$ cat config.mk
export PLATFORM = sky130hd
export DESIGN_NAME = bblur_queue
export DESIGN_NICKNAME = d
export VERILOG_FILES = /design/src/design/bblur_pkg.sv /design/src/design/bblur_queue.sv
export SDC_FILE = /design/constraint.sdc
export NUM_CORES = 1
export LEC_CHECK = 0
export ABC_AREA = 1
export CAP_MARGIN = 20
export CORE_MARGIN = 2
export CORE_UTILIZATION = 53
export CTS_CLUSTER_SIZE = 25
export DETAILED_ROUTE_END_ITERATION = 8
export DONT_BUFFER_PORTS = 1
export GPL_ROUTABILITY_DRIVEN = 0
export PLACE_DENSITY = 0.68
export SLEW_MARGIN = 15
export SYNTH_ARGS = -nofsm -noshare
export SYNTH_HDL_FRONTEND = slang
export SYNTH_SLANG_ARGS = --single-unit
export TNS_END_PERCENT = 5
$ cat constraint.sdc
create_clock -name clk_i -period 8.4 [get_ports clk_i]
set_input_delay 0.42 -clock clk_i [delete_from_list [all_inputs] [get_ports clk_i]]
set_output_delay 0.42 -clock clk_i [all_outputs]
set_load 0.03 [all_outputs]
$ cat src/design/bblur_pkg.sv
// shared types, constants and register codes of the rgb box blur
`timescale 1ns / 1ps
`default_nettype none

package bblur_pkg;

  localparam int CH_W       = 8;
  localparam int SUM_W      = 12;
  localparam int COORD_W    = 11;
  localparam int CFG_DATA_W = 12;
  localparam int CFG_IDX_W  = 2;

  localparam int DEF_MAX_WIDTH  = 2048;
  localparam int DEF_MAX_HEIGHT = 2048;
  localparam int QUEUE_DEPTH    = 4;

  localparam int RESET_WIDTH  = 640;
  localparam int RESET_HEIGHT = 480;
  localparam int MIN_DIM      = 3;

  localparam logic [CFG_IDX_W-1:0] REG_IMAGE_WIDTH  = CFG_IDX_W'(0);
  localparam logic [CFG_IDX_W-1:0] REG_IMAGE_HEIGHT = CFG_IDX_W'(1);

  typedef struct packed {
    logic [CH_W-1:0] red;
    logic [CH_W-1:0] green;
    logic [CH_W-1:0] blue;
  } pix_t;

  localparam int PIX_W = $bits(pix_t);

  typedef struct packed {
    logic [SUM_W-1:0] red;
    logic [SUM_W-1:0] green;
    logic [SUM_W-1:0] blue;
  } sum_t;

  // which results one input item causes
  typedef struct packed {
    logic box;         // pixel one up and one left
    logic avg;         // that pixel is interior and gets the average
    logic right_edge;  // last column pixel of the row above
    logic own;         // the pixel itself, on the last row
  } flag_t;

  typedef struct packed {
    sum_t                 sum;
    pix_t                 pass;
    pix_t                 up1;
    pix_t                 cur;
    logic [COORD_W-1:0]   col;
    logic [COORD_W-1:0]   row;
    flag_t                flags;
  } qent_t;

endpackage

`default_nettype wire

$ cat src/design/bblur_queue.sv
// short fifo of classified items between front and back
`timescale 1ns / 1ps
`default_nettype none

module bblur_queue #(
  parameter int DEPTH = bblur_pkg::QUEUE_DEPTH
) (
  input  logic             clk_i,
  input  logic             rst_ni,
  input  logic             push_valid_i,
  input  bblur_pkg::qent_t push_entry_i,
  output logic             push_ready_o,
  output logic             head_valid_o,
  output bblur_pkg::qent_t head_entry_o,
  input  logic             pop_i
);
  import bblur_pkg::*;

  localparam int PW = $clog2(DEPTH);
  localparam int NW = $clog2(DEPTH + 1);

  qent_t           mem_q [DEPTH];
  logic [PW-1:0]   wr_ptr_q, wr_ptr_d;
  logic [PW-1:0]   rd_ptr_q, rd_ptr_d;
  logic [NW-1:0]   count_q, count_d;
  logic            push;
  logic            pop;

  assign push_ready_o = (count_q != NW'(DEPTH));
  assign head_valid_o = (count_q != '0);
  assign head_entry_o = mem_q[rd_ptr_q];
  assign push         = push_valid_i && push_ready_o;
  assign pop          = pop_i && head_valid_o;

  always_comb begin
    wr_ptr_d = wr_ptr_q;
    rd_ptr_d = rd_ptr_q;
    count_d  = count_q;
    if (push) begin
      wr_ptr_d = (wr_ptr_q == PW'(DEPTH - 1)) ? '0 : wr_ptr_q + PW'(1);
    end
    if (pop) begin
      rd_ptr_d = (rd_ptr_q == PW'(DEPTH - 1)) ? '0 : rd_ptr_q + PW'(1);
    end
    if (push && !pop) begin
      count_d = count_q + NW'(1);
    end else if (pop && !push) begin
      count_d = count_q - NW'(1);
    end
  end

  always_ff @(posedge clk_i or negedge rst_ni) begin
    if (!rst_ni) begin
      wr_ptr_q <= '0;
      rd_ptr_q <= '0;
      count_q  <= '0;
    end else begin
      wr_ptr_q <= wr_ptr_d;
      rd_ptr_q <= rd_ptr_d;
      count_q  <= count_d;
    end
  end

  always_ff @(posedge clk_i) begin
    if (push) begin
      mem_q[wr_ptr_q] <= push_entry_i;
    end
  end

endmodule

`default_nettype wire

==> results_tabular.tex <==
\begin{tabular}{lr}
\hline
Metric & Value \\
\hline
\multicolumn{2}{l}{\textbf{STA}} \\
\quad Number of failing setup endpoints in the final timing report & 0 \\
\quad Worst Clk Skew & 0.01502 ns \\
\quad Final worst path period need & 3.846 ns \\
\quad Number of max-slew violations in the final report & 0 \\
\quad Tcrit/Tclk final & 45.78\% \\
\quad Worst-margin pin slew & 1.169 ns \\
\quad Setup\_tns & 0 ns \\
\quad Worst rel slew slack & 22.06\% \\
\quad Worst hold slack after final layout & 0.1104 ns \\
\quad Highest clock frequency the design can meet & 260.0 MHz \\
\quad Endpoints failing hold & 0 \\
\quad Unrepaired setup endpoints after global routing & no \\
\multicolumn{2}{l}{\textbf{Synth}} \\
\quad Synthesized-area fraction occupied by xor and xnor cells & 0.03941\% \\
\quad Post-synthesis adder-cell area fraction & 0.4279\% \\
\quad Sequential-to-total area share from yosys stat & 73.22\% \\
\quad Number of enable flip-flop cells after synthesis & 536 \\
\quad Net count of the mapped netlist & 1,767 \\
\quad Synth Warn \# & 0 \\
\quad Share of cell area taken by muxes after synthesis & 0\% \\
\quad Cells after Synth & 1,622 \\
\quad Simple-gate area share of the yosys netlist & 7.331\% \\
\quad Average footprint of a synthesized cell & 13.70 um\^{}2 \\
\quad Most used flip-flop cell after synthesis & sky130\_fd\_sc\_hd\_\_edfxtp\_1 \\
\quad Netlist Area Pre-Place & 22,220 um\^{}2 \\
\quad Post-synthesis compound-gate area fraction & 10.40\% \\
\quad Synth Register Bits & 543 \\
\quad Largest family of logic cells by synthesized area & compound AO/OA/AOI/OAI gates \\
\quad Async SR Flop Fraction & 1.289\% \\
\quad Count of different cell masters after synthesis & 20 \\
\multicolumn{2}{l}{\textbf{Routing}} \\
\quad Vias per std cell & 5.368 \\
\quad Remaining antenna violation count after routing & 0 \\
\quad Number of violations reported at the end of detailed-routing iteration 0 & 986 \\
\quad Number of search-and-repair iterations in the first detailed-routing pass & 5 \\
\quad Post-detailed-route DRC marker count & 0 \\
\quad Number of vias after detailed routing & 12,500 \\
\quad Average wire per standard cell & 19.95 um \\
\quad Final wirelength & 46.45 mm \\
\multicolumn{2}{l}{\textbf{Floorplan}} \\
\quad Starting Density & 53.34\% \\
\quad Die width & 208.8 um \\
\quad Die outline area & 43,580 um\^{}2 \\
\quad Core area & 41,670 um\^{}2 \\
\quad Number of placement rows & 75 \\
\quad Number of ports placed on the die boundary & 274 \\
\quad Die span in y & 208.8 um \\
\multicolumn{2}{l}{\textbf{Critical path}} \\
\quad Crit path required time & 7.98 ns \\
\quad Cell breakdown of the critical path & inv\_6 > buf\_4 > o211ai\_1 > nand2\_1 \\
\quad Highest net fanout along the worst path & 68 \\
\quad Count of buffering cells on the critical path with inverters included & 2 \\
\quad Cell family with most CP delay & buffers and inverters \\
\quad Slowest stage cell on the critical path & sky130\_fd\_sc\_hd\_\_buf\_4 \\
\quad CP peak stage delay & 0.80 ns \\
\quad Arrival time of data at the critical path endpoint & 3.43 ns \\
\quad Critical path class & reg -> out \\
\quad Launching element type of the critical path & register \\
\quad Setup crit end kind & primary output \\
\multicolumn{2}{l}{\textbf{Placed design}} \\
\quad Placed cell areas & 22,210 um\^{}2 \\
\quad Detailed-placement wirelength estimate & 27.07 mm \\
\quad Count of port buffers added during placement & 0 \\
\multicolumn{2}{l}{\textbf{Finish}} \\
\quad Most frequent standard cell in the layout excluding fill and tap cells & sky130\_fd\_sc\_hd\_\_edfxtp\_1 \\
\quad Ratio of cells with drive above 1 in the final layout & 8.586\% \\
\quad Layout overhead on the synthesized area & 14.06\% \\
\quad Number of nets in the layout & 1,882 \\
\quad Count of fill cells added during filler insertion & 3,125 \\
\quad FF/Latch Area & 16,280 um\^{}2 \\
\quad Most used cells in the layout excluding fill and tap cells & sky130\_fd\_sc\_hd\_\_edfxtp\_1, sky130\_fd\_sc\_hd\_\_nand2\_1, sky130\_fd\_sc\_hd\_\_inv\_1 \\
\quad Post-route cell area & 25,350 um\^{}2 \\
\quad Area used by multi-input combinational logic & 4075 um\^{}2 \\
\multicolumn{2}{l}{\textbf{Job}} \\
\quad MaxCap Viol Count & 0 \\
\multicolumn{2}{l}{\textbf{Clocking}} \\
\quad Cell chosen for the clock root & sky130\_fd\_sc\_hd\_\_clkbuf\_16 \\
\quad CTS HTree Levels & 2 \\
\quad Number of sinks on the clock net & 543 \\
\quad TritonCTS clock tree & yes \\
\quad Cts repair resizes & 0 \\
\quad Number of clock buffers inserted by TritonCTS & 53 \\
\quad Insertion delay to the later sink of the worst-skew pair & 0.59 ns \\
\quad Number of buffers on the longest clock path & 3 \\
\quad Clock transition at the registers of the reported paths & 0.06 ns \\
\multicolumn{2}{l}{\textbf{Global route}} \\
\quad Overall fraction of global-route tracks in use & 21.35\% \\
\quad Number of global-route vias before repair & 12,510 \\
\quad Largest net degree at the start of global routing & 245 \\
\quad Gr ovfl total & 0 \\
\quad Number of antenna violations at the first check in global routing & 7 \\
\quad Wire length of the first global-routing pass & 71.62 mm \\
\multicolumn{2}{l}{\textbf{Status}} \\
\quad Outcome & finished, final reports clean \\
\multicolumn{2}{l}{\textbf{Power}} \\
\quad Power density of the placed cells & 371.0 nW/um\^{}2 \\
\quad Leakage & 0.009568 uW \\
\quad Worst vdd rail ir drop & 258.5 uV \\
\multicolumn{2}{l}{\textbf{Worst hold path}} \\
\quad Worst hold-check path type & in -> reg \\
\hline
\end{tabular}
## power breakdown
part / internal [uW] / switching, uW / total (uW)
Clock: 1410 / 968 / 2370
Combinational: 648 / 2580 / 3230
Sequential: 3560 / 239 / 3800
## layer usage
layer | vias to the layer above | global-route usage (%) | part of all wire, %
li1 | 5891 | - | -
met1 | 6061 | 27.78 | 41
met2 | 435 | 34.51 | 48
met3 | 116 | 4.614 | 6.6
met4 | 0 | 10.12 | 3.9
met5 | - | 0 | 0
## cells in the mapped netlist (6+ instances only)
cell type / count / area (um^2)
sky130_fd_sc_hd__nand2_1: 417 / 1565
sky130_fd_sc_hd__buf_8: 6 / 90.09
sky130_fd_sc_hd__nand3_1: 7 / 35.03
sky130_fd_sc_hd__ha_1: 6 / 75.07
sky130_fd_sc_hd__buf_4: 13 / 97.59
sky130_fd_sc_hd__buf_2: 21 / 105.1
sky130_fd_sc_hd__inv_1: 281 / 1055
sky130_fd_sc_hd__dfrtp_1: 7 / 175.2
sky130_fd_sc_hd__edfxtp_1: 536 / 16100
sky130_fd_sc_hd__o211ai_2: 59 / 738.2
sky130_fd_sc_hd__nor2_1: 6 / 22.52
sky130_fd_sc_hd__o211ai_1: 209 / 1569
sky130_fd_sc_hd__buf_6: 47 / 529.3
## through the flow
stage                     utilization [%]  power, uW  setup WS, ns  cells
after global routing                60.82       9860         4.370   2327
after detailed placement            53.30       7019         5.062   2084
final                               60.83       9403         4.554   2329
after floorplan                         -       6759         1.173   1622
after CTS                           60.79       9486         4.500   2321
after global placement              53.30       6965         5.129   2084
## worst min-delay path: stages
cell and delay [ns]:
sky130_fd_sc_hd__nand2_1 0.10, sky130_fd_sc_hd__nand2_1 0.09, sky130_fd_sc_hd__nand2_1 0.04
## registers in the layout, summed over array words and instances, names as in the netlist
signal and count:
wr_ptr_q 2, count_q 3, rd_ptr_q 2, mem_q 536
## layout make-up
type                       instances  area share [%]
sequential                       543           64.22
inverter                         282           4.196
clock inverter                    35           1.323
clock buffer                      65           5.578
timing repair buffer             149           5.864
multi-input combinational        708           16.08
antenna                            8         0.07898
tap                              539           2.661
## worst paths after layout
path                                     to  cells after the start  slack (ns)         from
min in group asynchronous       wr_ptr_q[0]                      1        0.20       rst_ni
min                             rd_ptr_q[0]                      3        0.11        pop_i
min reg2reg                      count_q[2]                      2        0.53   count_q[2]
max reg2reg                    mem_q[1][79]                      5        5.02   count_q[0]
max                        head_entry_o[24]                      4        4.55  rd_ptr_q[1]
max in group asynchronous       rd_ptr_q[1]                      1        7.86       rst_ni
## timing repair
item,CTS,global route
endpoints found under the hold margin,547,0
setup buffers,0,0
hold buffers,137,0
## logic make-up after synthesis
kind of cell	after synthesis
flops	543
buf+inv	371
compound gates	269
fa+ha+maj	7
xor+xnor	1
simple gates	431
No activity file was read; power rests on OpenSTA's default activity.
