File: src/design/bblur_pkg.sv
// shared types, constants and register codes of the rgb box blur
`timescale 1ns / 1ps
`default_nettype none

package bblur_pkg;

  localparam int CH_W       = 8;
  localparam int SUM_W      = 12;
  localparam int COORD_W    = 11;
  localparam int CFG_DATA_W = 12;
  localparam int CFG_IDX_W  = 2;

  localparam int DEF_MAX_WIDTH  = 2048;
  localparam int DEF_MAX_HEIGHT = 2048;
  localparam int QUEUE_DEPTH    = 4;

  localparam int RESET_WIDTH  = 640;
  localparam int RESET_HEIGHT = 480;
  localparam int MIN_DIM      = 3;

  localparam logic [CFG_IDX_W-1:0] REG_IMAGE_WIDTH  = CFG_IDX_W'(0);
  localparam logic [CFG_IDX_W-1:0] REG_IMAGE_HEIGHT = CFG_IDX_W'(1);

  typedef struct packed {
    logic [CH_W-1:0] red;
    logic [CH_W-1:0] green;
    logic [CH_W-1:0] blue;
  } pix_t;

  localparam int PIX_W = $bits(pix_t);

  typedef struct packed {
    logic [SUM_W-1:0] red;
    logic [SUM_W-1:0] green;
    logic [SUM_W-1:0] blue;
  } sum_t;

  // which results one input item causes
  typedef struct packed {
    logic box;         // pixel one up and one left
    logic avg;         // that pixel is interior and gets the average
    logic right_edge;  // last column pixel of the row above
    logic own;         // the pixel itself, on the last row
  } flag_t;

  typedef struct packed {
    sum_t                 sum;
    pix_t                 pass;
    pix_t                 up1;
    pix_t                 cur;
    logic [COORD_W-1:0]   col;
    logic [COORD_W-1:0]   row;
    flag_t                flags;
  } qent_t;

endpackage

`default_nettype wire

File: src/design/bblur_if.sv
// handshake channels of the rgb box blur: pixels in, results out, register writes
`timescale 1ns / 1ps
`default_nettype none


interface bblur_res_if;
  import bblur_pkg::*;
  logic               valid;
  logic               ready;
  logic [CH_W-1:0]    out_red;
  logic [CH_W-1:0]    out_green;
  logic [CH_W-1:0]    out_blue;
  logic [COORD_W-1:0] out_col;
  logic [COORD_W-1:0] out_row;
  logic               last_of_item;
  modport source (output valid, output out_red, output out_green, output out_blue,
                  output out_col, output out_row, output last_of_item, input ready);
  modport sink   (input valid, input out_red, input out_green, input out_blue,
                  input out_col, input out_row, input last_of_item, output ready);
endinterface


`default_nettype wire

File: src/design/bblur_back.sv
// back end: divides the sums of interior pixels by nine and sends out the results of each item
`timescale 1ns / 1ps
`default_nettype none

module bblur_back (
  input  logic             clk_i,
  input  logic             rst_ni,
  input  logic             head_valid_i,
  input  bblur_pkg::qent_t head_i,
  output logic             pop_o,
  bblur_res_if.source      res_o
);
  import bblur_pkg::*;

  // floor(s / 9) == (s * 3641) >> 15 for every sum of nine 8-bit values
  localparam logic [SUM_W-1:0] RECIP_NINE  = SUM_W'(3641);
  localparam int               RECIP_SHIFT = 15;

  localparam int SLOT_BOX   = 0;
  localparam int SLOT_RIGHT = 1;
  localparam int SLOT_OWN   = 2;

  function automatic logic [CH_W-1:0] div9(input logic [SUM_W-1:0] s);
    logic [2*SUM_W-1:0] prod;
    prod = (2*SUM_W)'(s) * (2*SUM_W)'(RECIP_NINE);
    return prod[RECIP_SHIFT +: CH_W];
  endfunction

  logic [2:0]          done_q, done_d;
  logic [2:0]          pend;
  logic [2:0]          sel;
  logic                last;
  logic                out_free;
  logic                load;
  pix_t                box_px;
  pix_t                res_px;
  logic [COORD_W-1:0]  res_col;
  logic [COORD_W-1:0]  res_row;

  logic                out_valid_q, out_valid_d;
  pix_t                out_px_q;
  logic [COORD_W-1:0]  out_col_q;
  logic [COORD_W-1:0]  out_row_q;
  logic                out_last_q;

  always_comb begin
    pend[SLOT_BOX]   = head_i.flags.box;
    pend[SLOT_RIGHT] = head_i.flags.right_edge;
    pend[SLOT_OWN]   = head_i.flags.own;
    pend             = pend & ~done_q;
  end

  assign sel      = pend & (~pend + 3'd1);
  assign last     = ((pend & ~sel) == 3'b000);
  assign out_free = !out_valid_q || res_o.ready;
  assign load     = head_valid_i && out_free;
  assign pop_o    = load && last;

  always_comb begin
    if (head_i.flags.avg) begin
      box_px.red   = div9(head_i.sum.red);
      box_px.green = div9(head_i.sum.green);
      box_px.blue  = div9(head_i.sum.blue);
    end else begin
      box_px = head_i.pass;
    end
  end

  always_comb begin
    if (sel[SLOT_BOX]) begin
      res_px  = box_px;
      res_col = head_i.col - COORD_W'(1);
      res_row = head_i.row - COORD_W'(1);
    end else if (sel[SLOT_RIGHT]) begin
      res_px  = head_i.up1;
      res_col = head_i.col;
      res_row = head_i.row - COORD_W'(1);
    end else begin
      res_px  = head_i.cur;
      res_col = head_i.col;
      res_row = head_i.row;
    end
  end

  always_comb begin
    done_d      = done_q;
    out_valid_d = out_valid_q;
    if (res_o.ready) begin
      out_valid_d = 1'b0;
    end
    if (load) begin
      out_valid_d = 1'b1;
      done_d      = last ? 3'b000 : (done_q | sel);
    end
  end

  always_ff @(posedge clk_i or negedge rst_ni) begin
    if (!rst_ni) begin
      done_q      <= 3'b000;
      out_valid_q <= 1'b0;
    end else begin
      done_q      <= done_d;
      out_valid_q <= out_valid_d;
    end
  end

  always_ff @(posedge clk_i) begin
    if (load) begin
      out_px_q   <= res_px;
      out_col_q  <= res_col;
      out_row_q  <= res_row;
      out_last_q <= last;
    end
  end

  assign res_o.valid        = out_valid_q;
  assign res_o.out_red      = out_px_q.red;
  assign res_o.out_green    = out_px_q.green;
  assign res_o.out_blue     = out_px_q.blue;
  assign res_o.out_col      = out_col_q;
  assign res_o.out_row      = out_row_q;
  assign res_o.last_of_item = out_last_q;

endmodule

`default_nettype wire

File: src/flat_wrapper.sv
// flat-port wrapper written by rule: the top's interface ports become plain ports
module bblur_back_flat import bblur_pkg::*;
  (clk_i, rst_ni, head_valid_i, head_i, pop_o, res_o_valid, res_o_out_red, res_o_out_green, res_o_out_blue, res_o_out_col, res_o_out_row, res_o_last_of_item, res_o_ready);
  bblur_res_if res_o_i ();
  input  logic clk_i;
  input  logic rst_ni;
  input  logic head_valid_i;
  input  bblur_pkg::qent_t head_i;
  output logic pop_o;
  output wire logic [$bits(res_o_i.valid)-1:0] res_o_valid;
  output wire logic [$bits(res_o_i.out_red)-1:0] res_o_out_red;
  output wire logic [$bits(res_o_i.out_green)-1:0] res_o_out_green;
  output wire logic [$bits(res_o_i.out_blue)-1:0] res_o_out_blue;
  output wire logic [$bits(res_o_i.out_col)-1:0] res_o_out_col;
  output wire logic [$bits(res_o_i.out_row)-1:0] res_o_out_row;
  output wire logic [$bits(res_o_i.last_of_item)-1:0] res_o_last_of_item;
  input wire logic [$bits(res_o_i.ready)-1:0] res_o_ready;
  assign res_o_valid = res_o_i.valid;
  assign res_o_out_red = res_o_i.out_red;
  assign res_o_out_green = res_o_i.out_green;
  assign res_o_out_blue = res_o_i.out_blue;
  assign res_o_out_col = res_o_i.out_col;
  assign res_o_out_row = res_o_i.out_row;
  assign res_o_last_of_item = res_o_i.last_of_item;
  assign res_o_i.ready = res_o_ready;
  bblur_back u_core (.clk_i(clk_i), .rst_ni(rst_ni), .head_valid_i(head_valid_i), .head_i(head_i), .pop_o(pop_o), .res_o(res_o_i));
endmodule
File: config.mk
export PLATFORM = sky130hd
export DESIGN_NAME = bblur_back_flat
export DESIGN_NICKNAME = d
export VERILOG_FILES = /design/src/design/bblur_pkg.sv /design/src/design/bblur_if.sv /design/src/design/bblur_back.sv /design/src/flat_wrapper.sv
export SDC_FILE = /design/constraint.sdc
export NUM_CORES = 1
export LEC_CHECK = 0
export BUFFER_PORTS_ARGS = -buffer_cell sky130_fd_sc_hd__buf_2
export CAP_MARGIN = 0
export CORE_MARGIN = 2
export CORE_UTILIZATION = 52
export CTS_CLUSTER_SIZE = 25
export DETAILED_ROUTE_END_ITERATION = 8
export GPL_TIMING_DRIVEN = 1
export PLACE_DENSITY = 0.8
export SYNTH_ARGS = -nofsm -noshare
export SYNTH_HDL_FRONTEND = slang
export SYNTH_SLANG_ARGS = --single-unit
File: constraint.sdc
create_clock -name clk_i -period 2.7 [get_ports clk_i]
set_input_delay 0.405 -clock clk_i [delete_from_list [all_inputs] [get_ports clk_i]]
set_output_delay 0.405 -clock clk_i [all_outputs]
set_load 0.05 [all_outputs]
==> flow_metrics.env <==
export IMPL_wl_per_cell_um=17.3
export IMPL_synth_flop_cell="edfxtp_1"
export IMPL_synth_enable_flop_cells=47
export IMPL_grt_use_total_pct=28.3
export IMPL_cts_root_buf="clkbuf_16"
export IMPL_min_period_ps=4640
export IMPL_port_buffers=186
export IMPL_n_fill_cell=1114
export IMPL_final_common_cell="buf_4"
export IMPL_drt_pass1_iterations=4
export IMPL_die_x_um=134
export IMPL_cts_sinks=51
export IMPL_htree_levels=2
export IMPL_crit_fanout=3
export IMPL_synth_distinct_cells=52
export IMPL_fin_area_mm2=0.0123
export IMPL_p_switching_w=0.00553
export IMPL_violations="setup timing"
export IMPL_yosys_warnings=0
export IMPL_fp_dieH_um=134
export IMPL_max_stage_delay_ps=550
export IMPL_peakVddDrop_v=0.000631
export IMPL_ios=187
export IMPL_required_ps=2820
export IMPL_synthesis_area_mm2=0.00875
export IMPL_whs_ps=302
export IMPL_cp_common_cell="inv_1"
export IMPL_path_clk_slew_ps=90
export IMPL_finalSetupViolations=24
export IMPL_ys_ff_latch=51
export IMPL_timing_fmax_ghz=0.216
export IMPL_layout_cells_most_common_list="buf_4 (183), buf_2 (175), ha_1 (167)"
export IMPL_drc_errors=0
export IMPL_powerDensity_mw_per_mm2=957
export IMPL_antenna_found_initial=4
export IMPL_fin_total_pwr_w=0.0118
export IMPL_drtIter0Drc=259
export IMPL_core_area_mm2=0.0165
export IMPL_setup_ws_ps=-1940
export IMPL_status="finished, violations left"
export IMPL_grt_pass1_vias=8434
export IMPL_power_frac_comb_pct=85.4
export IMPL_intPower_w=0.00623
export IMPL_hold_class="in -> reg"
export IMPL_skew_ps=16.9
export IMPL_relSlewSlack_pct=51.2
export IMPL_cts_buffers=5
export IMPL_finalWirelength_um=25600
export IMPL_nNetsFinal=1680
export IMPL_grt_max_degree=51
export IMPL_grt_setup_unrepaired="yes"
export IMPL_seqPwrFrac_pct=8.7
export IMPL_clkPwrFrac_pct=5.9
export IMPL_grt_overflow_total=0
export IMPL_synth_nets=1319
export IMPL_place_congestion=0.924
export IMPL_drv_cap=0
export IMPL_hpwl_um=20300
export IMPL_worst_slew_pin_slew_ps=726
export IMPL_cp_cell_sequence="buf_2 -> inv_1 -> fa_1 -> inv_1 -> ha_4 -> ha_4 -> fa_1 -> inv_1 -> fa_1 -> inv_1 -> ha_1 -> and4_1 -> a221o_1 -> a31o_4 -> a21oi_4 -> o221ai_2 -> xnor2_1 -> a221oi_1"
export IMPL_cts_buffer_depth=2
export IMPL_start_util_pct=52.9
export IMPL_syn_to_final_growth_pct=40.5
export IMPL_endpoint_kind="flop"
export IMPL_dieArea_mm2=0.0179
export IMPL_drive_above_1_share_pct=40.0
export IMPL_cts_tree="built"
export IMPL_cp_start_kind="primary input"
export IMPL_syn_inst=892
export IMPL_dr_total_vias=7819
export IMPL_fin_crit_sh_pct=172
export IMPL_clk_latency_ps=300
export IMPL_grt_first_pass_wirelength_um=39800
export IMPL_syn_area_per_cell_um2=9.81
export IMPL_rows=47
export IMPL_placed_cell_area_mm2=0.0115
export IMPL_critPathSlowestCell="fa_1"
export IMPL_cp_arrival_ps=4760
export IMPL_drtAntennaViolNets=0
export IMPL_synth_seq_area_share_pct=17.3
export IMPL_hp_start="head_valid_i"
export IMPL_via_per_inst=5.29
export IMPL_crit_type="in -> reg"
export IMPL_r2r_end="u_core.res_o.out_row[10]"
export IMPL_min_path_cells=2
export IMPL_swShare_pct=47.0
export IMPL_leakage_nw=6.41
export IMPL_async_reset_ff_share_pct=7.84
export IMPL_holdPathEnd="u_core.res_o.valid"
export IMPL_r2r_cells=6
export IMPL_slew_violations=0
export IMPL_hold_viol_final=0
export IMPL_reg2reg_from="u_core.done_q[1]"
export IMPL_regToRegSetupSlack_ps=670
-- state kept, by name, indices dropped and copies added, names as in the netlist --
| name | flops |
|---|---|
| u_core.done_q | 3 |
| u_core.res_o.out_row | 11 |
| u_core.res_o.out_green | 8 |
| u_core.res_o.out_red | 8 |
| u_core.res_o.valid | 1 |
| u_core.res_o.out_blue | 8 |
| u_core.res_o.last_of_item | 1 |
| u_core.res_o.out_col | 11 |
-- through the flow --
| stage | util [%] | TNS, ps | std cells | setup WS [ps] |
|---|---|---|---|---|
| floorplan | - | -39940 | 892 | -2080 |
| global placement | 69.3 | -48710 | 1451 | -2290 |
| detailed placement | 69.3 | -51500 | 1451 | -2390 |
| CTS | 73.2 | -41370 | 1473 | -1990 |
| global route | 74.4 | -44850 | 1477 | -2130 |
| finish | 74.4 | -41180 | 1477 | -1940 |
-- metal layers --
layer | wire [µm] | GRT usage (%) | up-vias
li1 | - | - | 3747
met1 | 9910 | 32.4 | 3749
met2 | 13200 | 53.3 | 257
met3 | 1620 | 4.22 | 64
met4 | 811 | 10.0 | 2
met5 | 11 | 0 | -
-- cell usage after synthesis (all sizes together), types with 5 or more instances --
| cell type | count | area [µm²] |
|---|---|---|
| a211oi | 7 | 52.6 |
| a21o | 22 | 165 |
| a21oi | 34 | 174 |
| a221oi | 8 | 76.3 |
| a31oi | 16 | 100 |
| a32oi | 5 | 43.8 |
| and3 | 5 | 31.3 |
| clkbuf | 15 | 56.3 |
| edfxtp | 47 | 1410 |
| fa | 87 | 1740 |
| ha | 202 | 2530 |
| inv | 182 | 683 |
| mux2i | 11 | 110 |
| nand2 | 61 | 231 |
| nand2b | 5 | 31.3 |
| nand3 | 7 | 35.0 |
| nor2 | 28 | 105 |
| nor2b | 8 | 50.1 |
| nor3 | 16 | 80.1 |
| nor4 | 6 | 37.5 |
| o21ai | 16 | 80.1 |
| xnor2 | 30 | 263 |
| xor2 | 23 | 201 |
-- power groups by stage --
stage	clock network (W)	registers [W]	logic, W
6_report	0.000691	0.00103	0.0100
5_1_grt	0.000728	0.00103	0.0110
4_1_cts	0.000692	0.00103	0.00937
3_5_place_dp	0	0.00104	0.00838
3_3_place_gp	0	0.00104	0.00806
2_1_floorplan	0	0.00133	0.00518
-- worst max path at each step --
stage | from | depth (start not counted) | slack [ps] | to
4_1_cts | head_i[99] | 21 | -1990 | u_core.res_o.out_blue[2]
2_1_floorplan | head_i[107] | 19 | -2080 | u_core.res_o.out_blue[2]
3_3_place_gp | head_i[107] | 20 | -2290 | u_core.res_o.out_blue[2]
6_report | head_i[104] | 18 | -1940 | u_core.res_o.out_blue[5]
5_1_grt | head_i[105] | 18 | -2130 | u_core.res_o.out_blue[5]
3_5_place_dp | head_i[107] | 20 | -2390 | u_core.res_o.out_blue[2]
-- layout make-up --
type / instances / area, µm² / share of cell area, %
tap: 220 / 275 / 2.24
multi-input combinational: 640 / 7210 / 58.6
antenna: 3 / 7.51 / 0.0611
timing repair buffer: 372 / 2430 / 19.8
clock buffer: 5 / 125 / 1.02
clock inverter: 3 / 27.5 / 0.224
sequential: 51 / 1510 / 12.3
inverter: 183 / 706 / 5.74
-- cell families (layout without fill, tap and decap cells) --
family / Yosys count / in the layout / synth area share, %
xor gates and xnor gates: 53 / 53 / 5.31
DFF: 51 / 51 / 17.3
adders and majority gates: 289 / 289 / 48.8
AOI/OAI and AO/OA: 134 / 134 / 10.5
and+or+nand+nor: 153 / 153 / 8.23
buffers and inverters: 201 / 563 / 8.63
muxes: 11 / 11 / 1.26
other: 0 / 3 / 0
-- worst max-delay path: cells and delay by family --
family	cells	cell delay [ps]
buffers and inverters	5	440
xor gates and xnor gates	1	140
and+or+nand+nor	1	180
adders and majority gates	6	2450
AOI/OAI and AO/OA	5	1140
-- repair_timing --
item	4_1_cts	5_1_grt
pin swaps	63	35
endpoints found under the setup margin	24	24
hold endpoints to repair	4	0
gates resized for setup	90	37
gates cloned	0	0
hold buffers	1	0
buffers inserted	15	4
Note: power is estimated with default switching activity, not from simulation.
